File: src/rtl/core/header_length_xor_frame_parser_core_macros.svh
// assertion macros shared by the frame parser modules
`ifndef HEADER_LENGTH_XOR_FRAME_PARSER_CORE_MACROS_SVH
`define HEADER_LENGTH_XOR_FRAME_PARSER_CORE_MACROS_SVH

// checked only outside reset
`define HLX_ASSERT(lbl, prop, msg) \
	lbl: assert property (@(posedge clk) disable iff (!arst_n) prop) else $error(msg);

// checked at every edge, reset included
`define HLX_ASSERT_ALWAYS(lbl, prop, msg) \
	lbl: assert property (@(posedge clk) prop) else $error(msg);

`endif

File: src/rtl/core/hlx_pkg.sv
// shared constants and types of the frame parser
`timescale 1ns / 1ps
package hlx_pkg;

	// frame characters
	localparam logic [7:0] CH_U       = 8'h55;
	localparam logic [7:0] CH_N       = 8'h4E;
	localparam logic [7:0] CH_E       = 8'h45;
	localparam logic [7:0] CH_R       = 8'h52;
	localparam logic [7:0] CH_COLON   = 8'h3A;
	localparam logic [7:0] CH_PLUS    = 8'h2B;
	localparam logic [7:0] CH_NEWLINE = 8'h0A;

	// xor of header and token bytes, count is folded in later
	localparam logic [7:0] XOR_SEED = CH_U ^ CH_N ^ CH_E ^ CH_R ^ CH_COLON;

	// parser state codes
	localparam logic [3:0] ST_IDLE    = 4'd0;
	localparam logic [3:0] ST_HDR_N   = 4'd1;
	localparam logic [3:0] ST_HDR_E   = 4'd2;
	localparam logic [3:0] ST_HDR_R   = 4'd3;
	localparam logic [3:0] ST_COUNT   = 4'd4;
	localparam logic [3:0] ST_TOKEN   = 4'd5;
	localparam logic [3:0] ST_PAYLOAD = 4'd6;
	localparam logic [3:0] ST_DEBUG   = 4'd7;

	// result kinds
	localparam logic [1:0] KIND_PAYLOAD = 2'd0;
	localparam logic [1:0] KIND_ACCEPT  = 2'd1;
	localparam logic [1:0] KIND_BAD     = 2'd2;
	localparam logic [1:0] KIND_DEBUG   = 2'd3;

	typedef struct packed {
		logic       valid;
		logic [1:0] kind;
		logic [7:0] value;
		logic [7:0] position;
		logic       last;
	} result_t;

	// where an idle parser goes on a given byte
	function automatic logic [3:0] idle_next(input logic [7:0] b);
		logic [3:0] st;
		st = ST_IDLE;
		if (b == CH_U) begin
			st = ST_HDR_N;
		end else if (b == CH_PLUS) begin
			st = ST_DEBUG;
		end
		return st;
	endfunction

endpackage

File: src/rtl/core/hlx_parse.sv
// parser state machine: per-byte state update and result decode
`timescale 1ns / 1ps
`include "header_length_xor_frame_parser_core_macros.svh"
module hlx_parse (
	input  logic              clk,
	input  logic              arst_n,
	input  logic              step_en,
	input  logic [7:0]        rx_byte,
	output hlx_pkg::result_t  res
);
	import hlx_pkg::*;

	logic [3:0] state_q, state_d;
	logic [7:0] count_q, count_d;
	logic [7:0] xor_q, xor_d;
	logic [7:0] pos_q, pos_d;
	logic [7:0] count_dec;
	logic [3:0] idle_st;

	assign count_dec = count_q - 8'd1;
	assign idle_st   = idle_next(rx_byte);

	always_comb begin
		state_d = state_q;
		count_d = count_q;
		xor_d   = xor_q;
		pos_d   = pos_q;
		res     = '0;
		case (state_q)
			ST_IDLE: begin
				state_d = idle_st;
				if (rx_byte == CH_U) begin
					xor_d = 8'd0;
				end
			end
			ST_HDR_N, ST_HDR_E, ST_HDR_R: begin
				if ((state_q == ST_HDR_N && rx_byte == CH_N) ||
				    (state_q == ST_HDR_E && rx_byte == CH_E) ||
				    (state_q == ST_HDR_R && rx_byte == CH_R)) begin
					state_d = state_q + 4'd1;
				end else begin
					state_d = idle_st;
					if (rx_byte == CH_U) begin
						xor_d = 8'd0;
					end
				end
			end
			ST_COUNT: begin
				count_d = rx_byte;
				state_d = ST_TOKEN;
			end
			ST_TOKEN: begin
				if (rx_byte == CH_COLON) begin
					state_d      = ST_PAYLOAD;
					xor_d        = XOR_SEED ^ count_q;
					pos_d        = 8'd1;
					res.valid    = 1'b1;
					res.kind     = KIND_PAYLOAD;
					res.value    = count_q;
					res.position = 8'd0;
					res.last     = 1'b0;
				end else begin
					state_d = idle_st;
					if (rx_byte == CH_U) begin
						xor_d = 8'd0;
					end
				end
			end
			ST_PAYLOAD: begin
				count_d = count_dec;
				if (count_q > 8'd1) begin
					res.valid    = 1'b1;
					res.kind     = KIND_PAYLOAD;
					res.value    = rx_byte;
					res.position = pos_q;
					pos_d        = pos_q + 8'd1;
					xor_d        = xor_q ^ rx_byte;
				end
				// count of one: this byte is the checksum
				if (count_dec == 8'd0) begin
					state_d      = ST_IDLE;
					res.valid    = 1'b1;
					res.kind     = (xor_q == rx_byte) ? KIND_ACCEPT : KIND_BAD;
					res.value    = rx_byte;
					res.position = 8'd0;
					res.last     = 1'b1;
				end
			end
			ST_DEBUG: begin
				res.valid = 1'b1;
				res.kind  = KIND_DEBUG;
				res.value = rx_byte;
				if (rx_byte == CH_NEWLINE) begin
					state_d  = ST_IDLE;
					res.last = 1'b1;
				end
			end
			default: begin
				state_d = ST_IDLE;
			end
		endcase
	end

	always_ff @(posedge clk or negedge arst_n) begin
		if (!arst_n) begin
			state_q <= ST_IDLE;
			count_q <= 8'd0;
			xor_q   <= 8'd0;
			pos_q   <= 8'd0;
		end else if (step_en) begin
			state_q <= state_d;
			count_q <= count_d;
			xor_q   <= xor_d;
			pos_q   <= pos_d;
		end
	end

	`HLX_ASSERT(a_idle_silent, (state_q == ST_IDLE) |-> !res.valid, "idle byte gave a result")
	`HLX_ASSERT(a_token_emits_count, (state_q == ST_TOKEN && rx_byte == CH_COLON) |-> (res.valid && res.value == count_q && res.position == 8'd0), "count byte not emitted on token")
	`HLX_ASSERT(a_status_last, (res.valid && (res.kind == KIND_ACCEPT || res.kind == KIND_BAD)) |-> (res.last && state_d == ST_IDLE), "status without last or idle return")
	`HLX_ASSERT(a_step_state, (!step_en && state_q != ST_DEBUG) |=> $stable(state_q) || $past(state_q) == ST_DEBUG, "state moved without a step")

endmodule

File: src/rtl/core/header_length_xor_frame_parser_core.sv
// an accepted request is held in the input register and decoded; its result is registered onto m_*
// throughput: one byte per cycle, sustained, as long as m_tready stays high
// the input register and output register let a new byte in while a result waits
// bytes that give no result (header, count, ignored idle bytes) produce no output
// reset: arst_n low clears the parser to idle, count, xor and position to zero
// and empties both the input and the output register
`timescale 1ns / 1ps
`include "header_length_xor_frame_parser_core_macros.svh"
module header_length_xor_frame_parser_core (
	input  logic        clk,
	input  logic        arst_n,
	// input byte stream
	input  logic        s_tvalid,
	output logic        s_tready,
	input  logic [7:0]  s_tdata,   // [7:0] rx_byte
	// result stream
	output logic        m_tvalid,
	input  logic        m_tready,
	output logic [15:0] m_tdata,   // [7:0] value, [15:8] position
	output logic [1:0]  m_tuser,   // [1:0] kind
	output logic        m_tlast    // last
);
	import hlx_pkg::*;

	// input register
	logic       valid_s1;
	logic [7:0] byte_s1;

	// output register
	logic        out_valid_q;
	logic [1:0]  kind_q;
	logic [7:0]  value_q;
	logic [7:0]  position_q;
	logic        last_q;

	logic    advance;   // output register free or being drained this cycle
	logic    step;      // the held byte is processed this cycle
	result_t res;

	assign advance  = !out_valid_q || m_tready;
	assign step     = valid_s1 && advance;
	assign s_tready = !valid_s1 || advance;

	// input stage: take a request whenever the input register is empty or the held byte moves on
	always_ff @(posedge clk or negedge arst_n) begin
		if (!arst_n) begin
			valid_s1 <= 1'b0;
		end else if (s_tvalid && s_tready) begin
			valid_s1 <= 1'b1;
		end else if (advance) begin
			valid_s1 <= 1'b0;
		end
	end

	always_ff @(posedge clk) begin
		if (s_tvalid && s_tready) begin
			byte_s1 <= s_tdata;
		end
	end

	// state update and result decode
	hlx_parse u_parse (
		.clk     (clk),
		.arst_n  (arst_n),
		.step_en (step),
		.rx_byte (byte_s1),
		.res     (res)
	);

	// result register
	always_ff @(posedge clk or negedge arst_n) begin
		if (!arst_n) begin
			out_valid_q <= 1'b0;
		end else if (advance) begin
			out_valid_q <= step && res.valid;
		end
	end

	always_ff @(posedge clk) begin
		if (step && res.valid) begin
			kind_q     <= res.kind;
			value_q    <= res.value;
			position_q <= res.position;
			last_q     <= res.last;
		end
	end

	assign m_tvalid = out_valid_q;
	assign m_tdata  = {position_q, value_q};
	assign m_tuser  = kind_q;
	assign m_tlast  = last_q;

	// stalls only come from a full output register that is not drained
	`HLX_ASSERT_ALWAYS(a_stall_cause, !s_tready |-> (valid_s1 && out_valid_q && !m_tready), "input stalled without output backpressure")
	`HLX_ASSERT(a_result_lands, (step && res.valid) |=> m_tvalid, "decoded result not registered")
	`HLX_ASSERT(a_no_phantom, (advance && !(step && res.valid)) |=> !m_tvalid, "output valid without a decoded result")
	`HLX_ASSERT(a_position_zero, (m_tvalid && m_tuser != KIND_PAYLOAD) |-> (m_tdata[15:8] == 8'd0), "nonzero position on a non-payload result")

endmodule
File: config.mk
export PLATFORM = sky130hd
export DESIGN_NAME = header_length_xor_frame_parser_core
export DESIGN_NICKNAME = d
export VERILOG_FILES = /design/src/rtl/core/hlx_pkg.sv /design/src/rtl/core/hlx_parse.sv /design/src/rtl/core/header_length_xor_frame_parser_core.sv
export VERILOG_INCLUDE_DIRS = /design/src /design/src/rtl/core
export SDC_FILE = /design/constraint.sdc
export NUM_CORES = 1
export LEC_CHECK = 0
export BUFFER_PORTS_ARGS = -buffer_cell sky130_fd_sc_hd__buf_2
export CAP_MARGIN = 40
export CELL_PAD_IN_SITES_DETAIL_PLACEMENT = 0
export CELL_PAD_IN_SITES_GLOBAL_PLACEMENT = 1
export CORE_MARGIN = 2
export CORE_UTILIZATION = 42
export DETAILED_ROUTE_END_ITERATION = 10
export PLACE_DENSITY_LB_ADDON = 0.3
export SLEW_MARGIN = 30
export SYNTH_ARGS = -nofsm -noshare
export SYNTH_HDL_FRONTEND = slang
export SYNTH_SLANG_ARGS = --single-unit
File: constraint.sdc
create_clock -name clk -period 3.3 [get_ports clk]
set_input_delay 0.33 -clock clk [delete_from_list [all_inputs] [get_ports clk]]
set_output_delay 0.33 -clock clk [all_outputs]
set_load 0.01 [all_outputs]
---- After elaboration in Yosys (flattened, before gate mapping) ----
Cells that the tools add are included.
cells by class
  muxes and demuxes ....................... 26
  $add $sub $neg .......................... 3
  equal/unequal tests ..................... 20
  bitwise logic cells ..................... 2
  reductions and logical operators ........ 23
  order comparisons ....................... 1
operators by type and width
  kind                                                           count
  2-to-1 mux 8 bit                                               6
  case mux 8 bit (2 select lines)                                3
  2-to-1 mux 20 bit                                              2
  case mux 11 bit (3 select lines)                               1
  equality test 8 x 7 -> 1 bit, second input constant            4
  case mux 8 bit (4 select lines)                                1
  case mux 4 bit (6 select lines)                                1
  2-to-1 mux 19 bit                                              1
  equality test 4 x 3 -> 1 bit, second input constant            4
  equality test 8 x 6 -> 1 bit, second input constant            2
  2-to-1 mux 4 bit                                               4
  adder 8 x 1 -> 8 bit, second input constant                    1
  equality test 4 x 2 -> 1 bit, second input constant            2
  equality test 8 x 4 -> 1 bit, second input constant            1
  equality test 8 bit                                            1
  greater-than comparator 8 x 1 -> 1 bit, second input constant  1
  logical NOT 8 bit                                              1
  inequality test 2 x 1 -> 1 bit, second input constant          4
  AND reduction 4 bit                                            2
  subtractor 8 x 1 -> 8 bit, second input constant               1
  bitwise XOR 8 bit                                              1
  logical AND 1 bit                                              6
  2-to-1 mux 3 bit                                               2
  nonzero test 2 bit                                             3
  14 further kinds                                               20
word-level totals
  register bits ........................... 57
  output and inout bits ................... 21
  bits of input ports ..................... 12

---- Longest topological paths before layout ----
Gate-level depths: netlist (run 1).
  depth in word-level cells ............... 6
  mapped depth ............................ 10

---- Hierarchy ----
A second synthesis (run 1) with hierarchy kept.
second synthesis, totals
  cell total of the unflattened synthesis .. 316
  area total of the unflattened synthesis .. 3,203.1 µm²
modules (own cells, without submodules)
  module                               seq. area each (µm²)  cells each  area each (µm²)  times used
  hlx_parse                            700.7                 279         2,280.9          1
  header_length_xor_frame_parser_core  860.8                 37          922.1            1

---- Least setup slack after synthesis (run 1) ----
No wires, ideal clock.
  path type ............................... register -> register
  start ................................... register u_parse.count_q[0]
  end ..................................... register last_q (netlist: m_tlast), enable pin
  setup time .............................. 0.395 ns
  slack ................................... 0.264 ns
  data required time ...................... 2.905 ns
  arrival time ............................ 2.641 ns
  stages on the path, launching flop included .. 9
  buffers on the path ..................... 2
  cells stage by stage .................... dfrtp_1 > clkbuf_1 > inv_1 > ha_1 > buf_6 > nor4_1 > o21bai_1 > a2111oi_4 > nor2_1
between the ends
  longest elaborated chain between the ends .. 5
RTL lines
  element                                                                              RTL line                                   text
  start, declared                                                                      hlx_parse.sv:14                            logic [7:0] count_q, count_d;
  start signal, assigned                                                               hlx_parse.sv:112                           count_q <= count_d;
  subtractor 8 x 1 -> 8 bit or greater-than comparator 8 x 1 -> 1 bit (tied branches)  hlx_parse.sv:20, hlx_parse.sv:71
  logical NOT 8 bit or 2-to-1 mux 19 bit (tied branches)                               hlx_parse.sv:80, hlx_parse.sv:71
  2-to-1 mux 20 bit (*)                                                                hlx_parse.sv:80                            if (count_dec == 8'd0) begin
  case mux 11 bit (3 select lines) (*)                                                 hlx_parse.sv:29                            case (state_q)
  logical AND 1 bit (*)                                                                header_length_xor_frame_parser_core.sv:80  if (step && res.valid) begin
  end signal, assigned                                                                 header_length_xor_frame_parser_core.sv:84  last_q <= res.last;
  end, declared                                                                        header_length_xor_frame_parser_core.sv:34  logic last_q;
Mark *: on every way between the ends. The rest lies on a longest branch, timed or not.
A chain may end at the register's enable or synchronous reset.

---- Worst setup path in the final report (run 1) ----
  start ................................... register u_parse.count_q[0]
  end ..................................... register value_q[4], enable pin
between the ends
  longest elaborated chain between the ends .. 5
RTL lines
  element                                                                              RTL line                                   text
  subtractor 8 x 1 -> 8 bit or greater-than comparator 8 x 1 -> 1 bit (tied branches)  hlx_parse.sv:20, hlx_parse.sv:71
  logical NOT 8 bit or 2-to-1 mux 19 bit (tied branches)                               hlx_parse.sv:80, hlx_parse.sv:71
  2-to-1 mux 20 bit (*)                                                                hlx_parse.sv:80
  case mux 11 bit (3 select lines) (*)                                                 hlx_parse.sv:29
  logical AND 1 bit (*)                                                                header_length_xor_frame_parser_core.sv:80
  end signal, assigned                                                                 header_length_xor_frame_parser_core.sv:82  value_q <= res.value;
  end, declared                                                                        header_length_xor_frame_parser_core.sv:32  logic [7:0] value_q;
Marked as above.

==> run_results.csv, run 1 <==
group,metric,value,unit
outcome,status,"complete, no violations",
clock_network,cts-root-buf,"clkbuf_8",
route,via_per_inst,6.01,
power,vdd_drop_max,0.456,mV
worst_setup_path,path_depth,7,
synthesis,yosys_warnings,0,
power,fin_total_pwr,3.19,mW
route,routed-via-count,2929,
global_route,grt_max_degree,31,
route,first_iter_violations,159,
route,drc_errors,0,
clock_network,cts_setup_buffers,0,
floorplan,start_util,0.433,
cells_and_area,mostFrequentLayoutCells,"32 x buf_2, 30 x dfrtp_1, 27 x edfxtp_1, 26 x o21ai_0, 23 x nand2_1",
worst_setup_path,startpoint,"u_parse.count_q[0]",
worst_setup_path,reg2reg_slack,700,ps
worst_setup_path,cp_slowest_cell,"dfrtp_1",
floorplan,core,0.00822,sq mm
worst_setup_path,crit_arrival,2620,ps
worst_setup_path,crit_type,"flop to flop",
timing,layout_setup_ws,705,ps
global_route,grt_pass1_vias,2748,
route,ant_nets,0,
cells_and_area,nNetsFinal,397,
placed_design,portBuffers,32,
cells_and_area,fill_cells,795,
worst_setup_path,path_cells,"inv_1 > ha_1 > nor4_1 > o21bai_1 > a2111oi_4 > nor2_2 > buf_4",
route,detail_route.wl_per_cell,18.2,microns
synthesis,synthDistinctLibCells,73,
timing,fmax,385,MHz
cells_and_area,final_area,0.00395,sq mm
worst_setup_path,critPathRequiredTime,3330,ps
floorplan,io_pins,33,
placed_design,postPlaceCellArea,0.00371,sq mm
clock_network,cts_resized,0,
min_path,hold_start,"s_tdata[7]",
worst_setup_path,critPathMaxFanout,19,
cells_and_area,syn_to_final_growth,11.0,%
placed_design,place_ws,726,ps
worst_setup_path,critPathTopFamily,"flip-flops",
timing,post-route-period-util,0.786,
synthesis,postSynthCellCount,352,
floorplan,dieArea,0.00922,sq mm
clock_network,clkTransAtPathRegs,80,ps
timing,relSlewSlack,0.444,
synthesis,avgSynthCellArea,10.1,sq um
cells_and_area,drive_gt1_frac,0.207,
clock_network,cts_tree,"yes",
power,p_leak,1.47,nW
power,power_density,808,mW/mm^2
worst_setup_path,reg2reg_from,"u_parse.count_q[0]",
worst_setup_path,cpPeakStageDelay,560,ps
global_route,grt-ovfl-total,0,
worst_setup_path,end_kind,"flop",
timing,worstMarginPinSlew,834,ps
floorplan,die_h,96.0,microns
synthesis,yosysSeqAreaShare,0.439,
timing,setup_viol,0,
clock_network,clk_latency,350,ps
synthesis,ys_ff_latch,57,
worst_setup_path,path_buf_inv,2,
clock_network,h-tree-depth,3,
timing,hold_viol,0,
timing,final.setup.tns,0,ps
synthesis,synth_edf_count,27,
worst_setup_path,timing.rr.end,"value_q[4]",
worst_setup_path,ff2ff_path_depth,7,
cells_and_area,final_common_cell,"buf_2",
cells_and_area,utilization,0.481,
synthesis,ys_async_sr_fraction,0.526,
global_route,antenna_found_initial,0,
timing,rsz0062_at_grt,"no",
floorplan,die_width,96.0,microns
global_route,grt_pass1_wl,14400,microns
synthesis,ys.flop_type,"dfrtp_1",
worst_setup_path,cp-start-kind,"flop",
route,firstDrtPassIters,5,
timing,slew_viol_final,0,
global_route,grt_usage,0.209,
floorplan,rows,33,
clock_network,cts_buffers,9,
clock_network,clock_sinks,57,
job,drv_cap,0,
worst_setup_path,cp-endpoint,"value_q[4]",
placed_design,place.gp.congestion,0.833,
min_path,hold_path.class,"primary input to flop",
cells_and_area,diodes,0,
synthesis,syn_nets,372,
timing,fin_skew,13.0,ps
route,wirelength,8880,microns
synthesis,syn_area,0.00356,sq mm
timing,period_needed,2600,ps
placed_design,dp_hpwl,6100,microns
clock_network,cts_buffer_depth,2,
==> cells by family after synthesis <==
kind of cell / synth area share
XOR/XNOR: 0.0197
multiplexers: 0.00282
AO/OA/AOI/OAI: 0.244
buffers and inverters: 0.0669
flip-flops: 0.439
adder cells (fa/ha/maj): 0.0282
AND/OR/NAND/NOR: 0.200
==> routing by layer <==
metal  wire length, microns  global-route usage  vias to the layer above
li1                       -                   -                     1381
met1                   4210               0.296                     1421
met2                   4000               0.317                      111
met3                    516              0.0478                       16
met4                    149              0.0655                        0
met5                      0                   0                        -
==> repair_timing <==
item | in CTS | in global routing
endpoints found under the setup margin | 0 | 0
hold buffers | 0 | 1
hold endpoints to repair | 0 | 4
==> power breakdown <==
part	leakage, nW	switching (mW)	internal (mW)	total (mW)
Sequential	0.635	0.251	0.964	1.22
Clock	0.0868	0.319	0.368	0.687
Combinational	0.751	0.801	0.486	1.29
Total	1.47	1.37	1.82	3.19
==> synth_stat cells (all sizes together) (5+ instances only) <==
cell type,number,area share
a21oi,16,0.025
a22oi,10,0.021
a31oi,5,0.0088
and2,12,0.021
buf,9,0.021
clkbuf,19,0.034
dfrtp,30,0.21
edfxtp,27,0.23
ha,8,0.028
inv,11,0.012
nand2,23,0.024
nand2b,5,0.0088
nor2,14,0.015
nor3,19,0.030
nor3b,6,0.013
nor4,5,0.0088
o211ai,5,0.011
o21ai,36,0.052
o22ai,5,0.011
o31ai,15,0.036
xor2,8,0.020
==> registers in the layout, summed over array words and instances (netlist names) <==
name and flops:
byte_s1 8, m_tlast 1, m_tuser 2, m_tvalid 1, position_q 8, u_parse.count_q 8
u_parse.pos_q 8, u_parse.state_q 4, u_parse.xor_q 8, valid_s1 1, value_q 8
==> area by class of cell <==
| type | count | area (sq um) | share of cell area |
|---|---|---|---|
| multi-input combinational | 256 | 1760 | 0.446 |
| timing repair buffer | 42 | 250 | 0.0634 |
| sequential | 57 | 1560 | 0.395 |
| tap | 105 | 131 | 0.0333 |
| clock inverter | 6 | 67.6 | 0.0171 |
| inverter | 11 | 41.3 | 0.0105 |
| clock buffer | 10 | 138 | 0.0349 |
==> metrics by stage <==
stage	hold WS, ps	instances
global placement	442	469
CTS	68.6	485
detailed placement	448	469
floorplan	34.4	352
global route	140	487
finish	157	487
==> worst min-delay path by stage <==
stage,cells past startpoint,slack [ps],end
after floorplan,0,30,m_tvalid
after global placement,1,440,u_parse.state_q[1]
after detailed placement,1,450,u_parse.state_q[1]
after CTS,1,70,u_parse.state_q[0]
after global routing,1,140,byte_s1[2]
final,1,160,byte_s1[7]
(Power assumes the default switching activity.)
==> run 2, diff against run 1 <==
==> constraint.sdc (replaced) <==
create_clock -name clk -period 2.13 [get_ports clk]
set_input_delay 0.213 -clock clk [delete_from_list [all_inputs] [get_ports clk]]
set_output_delay 0.213 -clock clk [all_outputs]
set_load 0.01 [all_outputs]
==> run_results.csv, run 2 (synthesis results as in run 1) <==
group,metric,value,unit
cells_and_area,mostFrequentLayoutCells,"67 x buf_4, 32 x buf_2, 28 x dfrtp_1, 27 x edfxtp_1, 22 x nand2_1",
timing,hold_ws,45.7,ps
worst_setup_path,cp-start-kind,"flop",
power,p_leak,1.92,nW
floorplan,io_pins,33,
worst_setup_path,path_cells,"buf_6 > ha_2 > buf_6 > nor4bb_4 > o211ai_1 > o2111ai_4 > buf_8 > o31ai_2 > o21ai_1",
route,detail_route.wl_per_cell,17.7,microns
power,switchingPower,2.56,mW
power,vdd_drop_max,0.756,mV
cells_and_area,final_area,0.00486,sq mm
power,p_seq_frac,0.277,
global_route,grt_pass1_vias,3045,
placed_design,dp_hpwl,6830,microns
timing,worstMarginPinSlew,578,ps
cells_and_area,final_common_cell,"buf_4",
floorplan,start_util,0.433,
global_route,grt_pass1_wl,15500,microns
placed_design,portBuffers,32,
power,power_frac_comb,0.569,
global_route,grt_max_degree,31,
cells_and_area,syn_to_final_growth,36.8,%
timing,period_needed,2210,ps
cells_and_area,diodes,0,
worst_setup_path,critPathRequiredTime,2330,ps
power,fin_total_pwr,6.28,mW
floorplan,core,0.00822,sq mm
timing,rsz0062_at_grt,"yes",
power,power_density,1290,mW/mm^2
worst_setup_path,crit_type,"flop to flop",
timing,slew_viol_final,0,
global_route,grt_usage,0.224,
cells_and_area,drive_gt1_frac,0.411,
power,pwr-share-clk,0.154,
clock_network,cts-root-buf,"clkbuf_8",
floorplan,die_h,96.0,microns
route,via_per_inst,5.74,
timing,fin_skew,11.3,ps
worst_setup_path,cpPeakStageDelay,400,ps
power,internal_power,3.72,mW
worst_setup_path,cp_slowest_cell,"dfrtp_1",
timing,hold_viol,0,
cells_and_area,final_cells,560,
floorplan,dieArea,0.00922,sq mm
floorplan,rows,33,
route,first_iter_violations,197,
placed_design,dp_cells,532,
route,wirelength,9890,microns
timing,post-route-period-util,1.04,
outcome,status,"complete, but fails checks",
worst_setup_path,cpMostUsedCell,"buf_6",
outcome,violations,"setup timing",
route,ant_nets,0,
global_route,antenna_found_initial,0,
placed_design,postPlaceCellArea,0.00422,sq mm
route,firstDrtPassIters,5,
timing,relSlewSlack,0.613,
placed_design,place.gp.congestion,0.846,
placed_design,place_ws,-115,ps
worst_setup_path,end_kind,"flop",
worst_setup_path,critPathMaxFanout,6,
timing,fmax,453,MHz
floorplan,die_width,96.0,microns
clock_network,clkTransAtPathRegs,70,ps
cells_and_area,nNetsFinal,470,
clock_network,clk_latency,340,ps
power,swShare,0.408,
cells_and_area,utilization,0.592,
route,drc_errors,0,
min_path,hold_path.class,"primary input to flop",
clock_network,cts_buffers,9,
clock_network,cts_buffer_depth,2,
clock_network,clock_sinks,57,
timing,final.setup.tns,-261,ps
global_route,grt-ovfl-total,0,
clock_network,cts_tree,"yes",
worst_setup_path,crit_arrival,2410,ps
job,drv_cap,0,
timing,setup_viol,7,
route,routed-via-count,3217,
clock_network,h-tree-depth,3,
timing,layout_setup_ws,-75.2,ps
## run 2: final timing paths
check / startpoint / endpoint / slack [ps] / cells after the start
max in group asynchronous: arst_n / u_parse.state_q[0] / 1460 / 3
min in group asynchronous: arst_n / u_parse.xor_q[5] / 250 / 2
hold / removal: s_tdata[0] / byte_s1[0] / 50 / 1
hold reg to reg: u_parse.pos_q[7] / u_parse.pos_q[7] / 470 / 1
setup reg to reg: u_parse.state_q[1] / u_parse.xor_q[3] / -80 / 9
setup / recovery: u_parse.state_q[1] / u_parse.xor_q[3] / -80 / 9
## run 2: final cells by class
| cell class | count | area (sq um) |
|---|---|---|
| repair buffers | 115 | 881 |
| multi-input cells | 256 | 2070 |
| fillers | 690 | 3350 |
| well taps | 105 | 131 |
| inverters | 11 | 41.3 |
| flip-flops and latches | 57 | 1560 |
| clock inverters | 5 | 47.5 |
| clock buffers | 11 | 131 |
## run 2: timing repair
action | 4_1_cts | 5_1_grt
setup buffers | 3 | 6
pin swaps | 3 | 14
hold buffers | 1 | 0
gates cloned | 0 | 1
hold endpoints to repair | 30 | 0
resized for setup | 12 | 61
endpoints found under the setup margin | 38 | 41
## run 2: power by group through the flow
stage | combinational, mW | clock (mW) | sequential, mW
final | 3.57 | 0.965 | 1.74
after global routing | 3.85 | 1.03 | 1.78
after CTS | 3.04 | 0.982 | 1.71
after detailed placement | 2.86 | 0 | 1.73
after global placement | 2.84 | 0 | 1.71
after floorplan | 1.75 | 0 | 1.72
## run 2: layer usage
| layer | part of all wire | GRT usage |
|---|---|---|
| met1 | 0.46 | 0.320 |
| met2 | 0.47 | 0.342 |
| met3 | 0.058 | 0.0384 |
| met4 | 0.013 | 0.0798 |
| met5 | 0 | 0 |
## run 2: critical path: cells and delay by family, from the launching register on
family	cells	cell delay, ps
AO/OA/AOI/OAI	4	870
buffers and inverters	3	450
flip-flops	1	400
adder cells (fa/ha/maj)	1	170
AND/OR/NAND/NOR	1	160
==> run 3, diff against run 2 <==
==> constraint.sdc (replaced) <==
create_clock -name clk -period 1.8 [get_ports clk]
set_input_delay 0.18 -clock clk [delete_from_list [all_inputs] [get_ports clk]]
set_output_delay 0.18 -clock clk [all_outputs]
set_load 0.01 [all_outputs]
==> run_results.csv, run 3 (synthesis results as in run 1) <==
group,metric,value,unit
outcome,status,"complete, but fails checks",
outcome,violations,"setup timing",
power,internal_power,4.85,mW
route,via_per_inst,5.84,
timing,hold_ws,13.1,ps
route,detail_route.wl_per_cell,19.6,microns
timing,slew_viol_final,0,
timing,fmax,450,MHz
route,drc_errors,0,
timing,period_needed,2220,ps
route,first_iter_violations,273,
cells_and_area,final_common_cell,"buf_4",
worst_setup_path,crit_arrival,2330,ps
timing,relSlewSlack,0.686,
power,p_leak,2.14,nW
global_route,grt_max_degree,31,
worst_setup_path,critPathRequiredTime,1910,ps
power,p_seq_frac,0.249,
cells_and_area,multi_input_area,0.00227,sq mm
worst_setup_path,timing.rr.end,"position_q[1]",
placed_design,postPlaceCellArea,0.00437,sq mm
clock_network,cts_buffer_depth,2,
worst_setup_path,startpoint,"u_parse.count_q[1]",
worst_setup_path,cpPeakStageDelay,450,ps
clock_network,cts-root-buf,"clkbuf_8",
power,swShare,0.416,
worst_setup_path,cp-start-kind,"flop",
clock_network,h-tree-depth,3,
clock_network,clkTransAtPathRegs,70,ps
cells_and_area,nNetsFinal,504,
worst_setup_path,critPathMaxFanout,5,
floorplan,io_pins,33,
power,pwr-share-clk,0.136,
worst_setup_path,crit_type,"flop to flop",
placed_design,portBuffers,32,
global_route,antenna_found_initial,0,
worst_setup_path,cpMostUsedCell,"buf_6",
clock_network,clk_latency,350,ps
cells_and_area,diodes,0,
worst_setup_path,reg2reg_slack,-420,ps
cells_and_area,mostFrequentLayoutCells,"86 x buf_4, 32 x buf_2, 28 x dfrtp_1, 27 x edfxtp_1, 23 x o21ai_1",
global_route,grt_pass1_wl,17300,microns
clock_network,clock_sinks,57,
floorplan,dieArea,0.00922,sq mm
placed_design,dp_hpwl,7100,microns
floorplan,core,0.00822,sq mm
floorplan,start_util,0.433,
global_route,grt_pass1_vias,3314,
placed_design,place.gp.congestion,0.885,
worst_setup_path,ff2ff_path_depth,8,
worst_setup_path,path_buf_inv,3,
cells_and_area,syn_to_final_growth,51.9,%
worst_setup_path,cp-endpoint,"position_q[1]",
floorplan,die_h,96.0,microns
worst_setup_path,path_cells,"buf_6 > buf_6 > o21ba_4 > o211ai_1 > o21ai_2 > a2111oi_4 > nor2_4 > clkbuf_16",
timing,rsz0062_at_grt,"yes",
cells_and_area,drive_gt1_frac,0.509,
route,routed-via-count,3470,
cells_and_area,seqCellArea,0.00156,sq mm
min_path,hold_path.class,"primary input to flop",
power,vdd_drop_max,0.905,mV
route,ant_nets,0,
timing,hold_viol,0,
global_route,grt-ovfl-total,0,
timing,fin_skew,9.95,ps
worst_setup_path,path_depth,8,
timing,layout_setup_ws,-423,ps
clock_network,cts_tree,"yes",
cells_and_area,utilization,0.657,
route,wirelength,11600,microns
power,switchingPower,3.46,mW
job,drv_cap,0,
worst_setup_path,cp_slowest_cell,"dfrtp_2",
timing,worstMarginPinSlew,469,ps
worst_setup_path,reg2reg_from,"u_parse.count_q[1]",
worst_setup_path,end_kind,"flop",
floorplan,rows,33,
global_route,grt_usage,0.251,
floorplan,die_width,96.0,microns
clock_network,cts_buffers,9,
cells_and_area,final_area,0.00540,sq mm
timing,setup_viol,65,
timing,post-route-period-util,1.23,
cells_and_area,fill_cells,628,
route,firstDrtPassIters,5,
worst_setup_path,critPathTopFamily,"compound AO/OA/AOI/OAI gates",
power,power_frac_comb,0.615,
power,power_density,1540,mW/mm^2
## run 3: changes by cell type in the layout (fill, tap and decap cells not counted), moves of 5 or more
cell | before | now
o21ai_2 | 2 | 8
o21ai_0 | 19 | 4
buf_4 | 67 | 86
o21ai_1 | 15 | 23
buf_6 | 10 | 15
## run 3: worst min path at each step
| stage | from | to | cells past startpoint |
|---|---|---|---|
| 2_1_floorplan | arst_n | m_tvalid | 0 |
| 3_3_place_gp | arst_n | u_parse.state_q[2] | 1 |
| 3_5_place_dp | arst_n | u_parse.state_q[2] | 1 |
| 4_1_cts | s_tdata[4] | byte_s1[4] | 1 |
| 5_1_grt | s_tdata[0] | byte_s1[0] | 1 |
| 6_report | s_tdata[4] | byte_s1[4] | 1 |
## run 3: cell type report
type,instances,area share
inverters,11,0.00857
flip-flops and latches,57,0.290
repair buffers,147,0.224
well taps,105,0.0243
clock buffers,13,0.0313
multi-input cells,258,0.420
clock inverters,3,0.00278
## run 3: layer usage
metal / vias to the layer above / routed length [microns] / global-route usage
met5: - / 0 / 0
met3: 21 / 684 / 0.0548
met2: 140 / 5800 / 0.412
met4: 0 / 248 / 0.0655
met1: 1696 / 4910 / 0.335
li1: 1613 / - / -
## run 3: what timing repair did
item,CTS,global route
setup endpoints to repair,67,67
gates resized for setup,71,53
pin swaps,35,23
endpoints found under the hold margin,32,1
hold buffers,3,1
cloned,1,4
setup buffers,15,11
## run 3: through the flow
stage	setup TNS, ps	setup WS (ps)	instances	total power [mW]
floorplan	-13250	-425	352	4.21
global route	-22090	-486	594	8.76
global placement	-17880	-389	546	5.54
detailed placement	-19700	-433	546	5.58
finish	-17070	-423	594	8.31
CTS	-11490	-315	580	7.45
## run 3: power groups by stage
stage,Clock [mW],Sequential (mW),Combinational (mW)
after floorplan,0,2.04,2.17
after global placement,0,2.04,3.50
after detailed placement,0,2.06,3.52
after CTS,1.14,2.04,4.27
after global routing,1.20,2.12,5.44
final,1.13,2.07,5.11
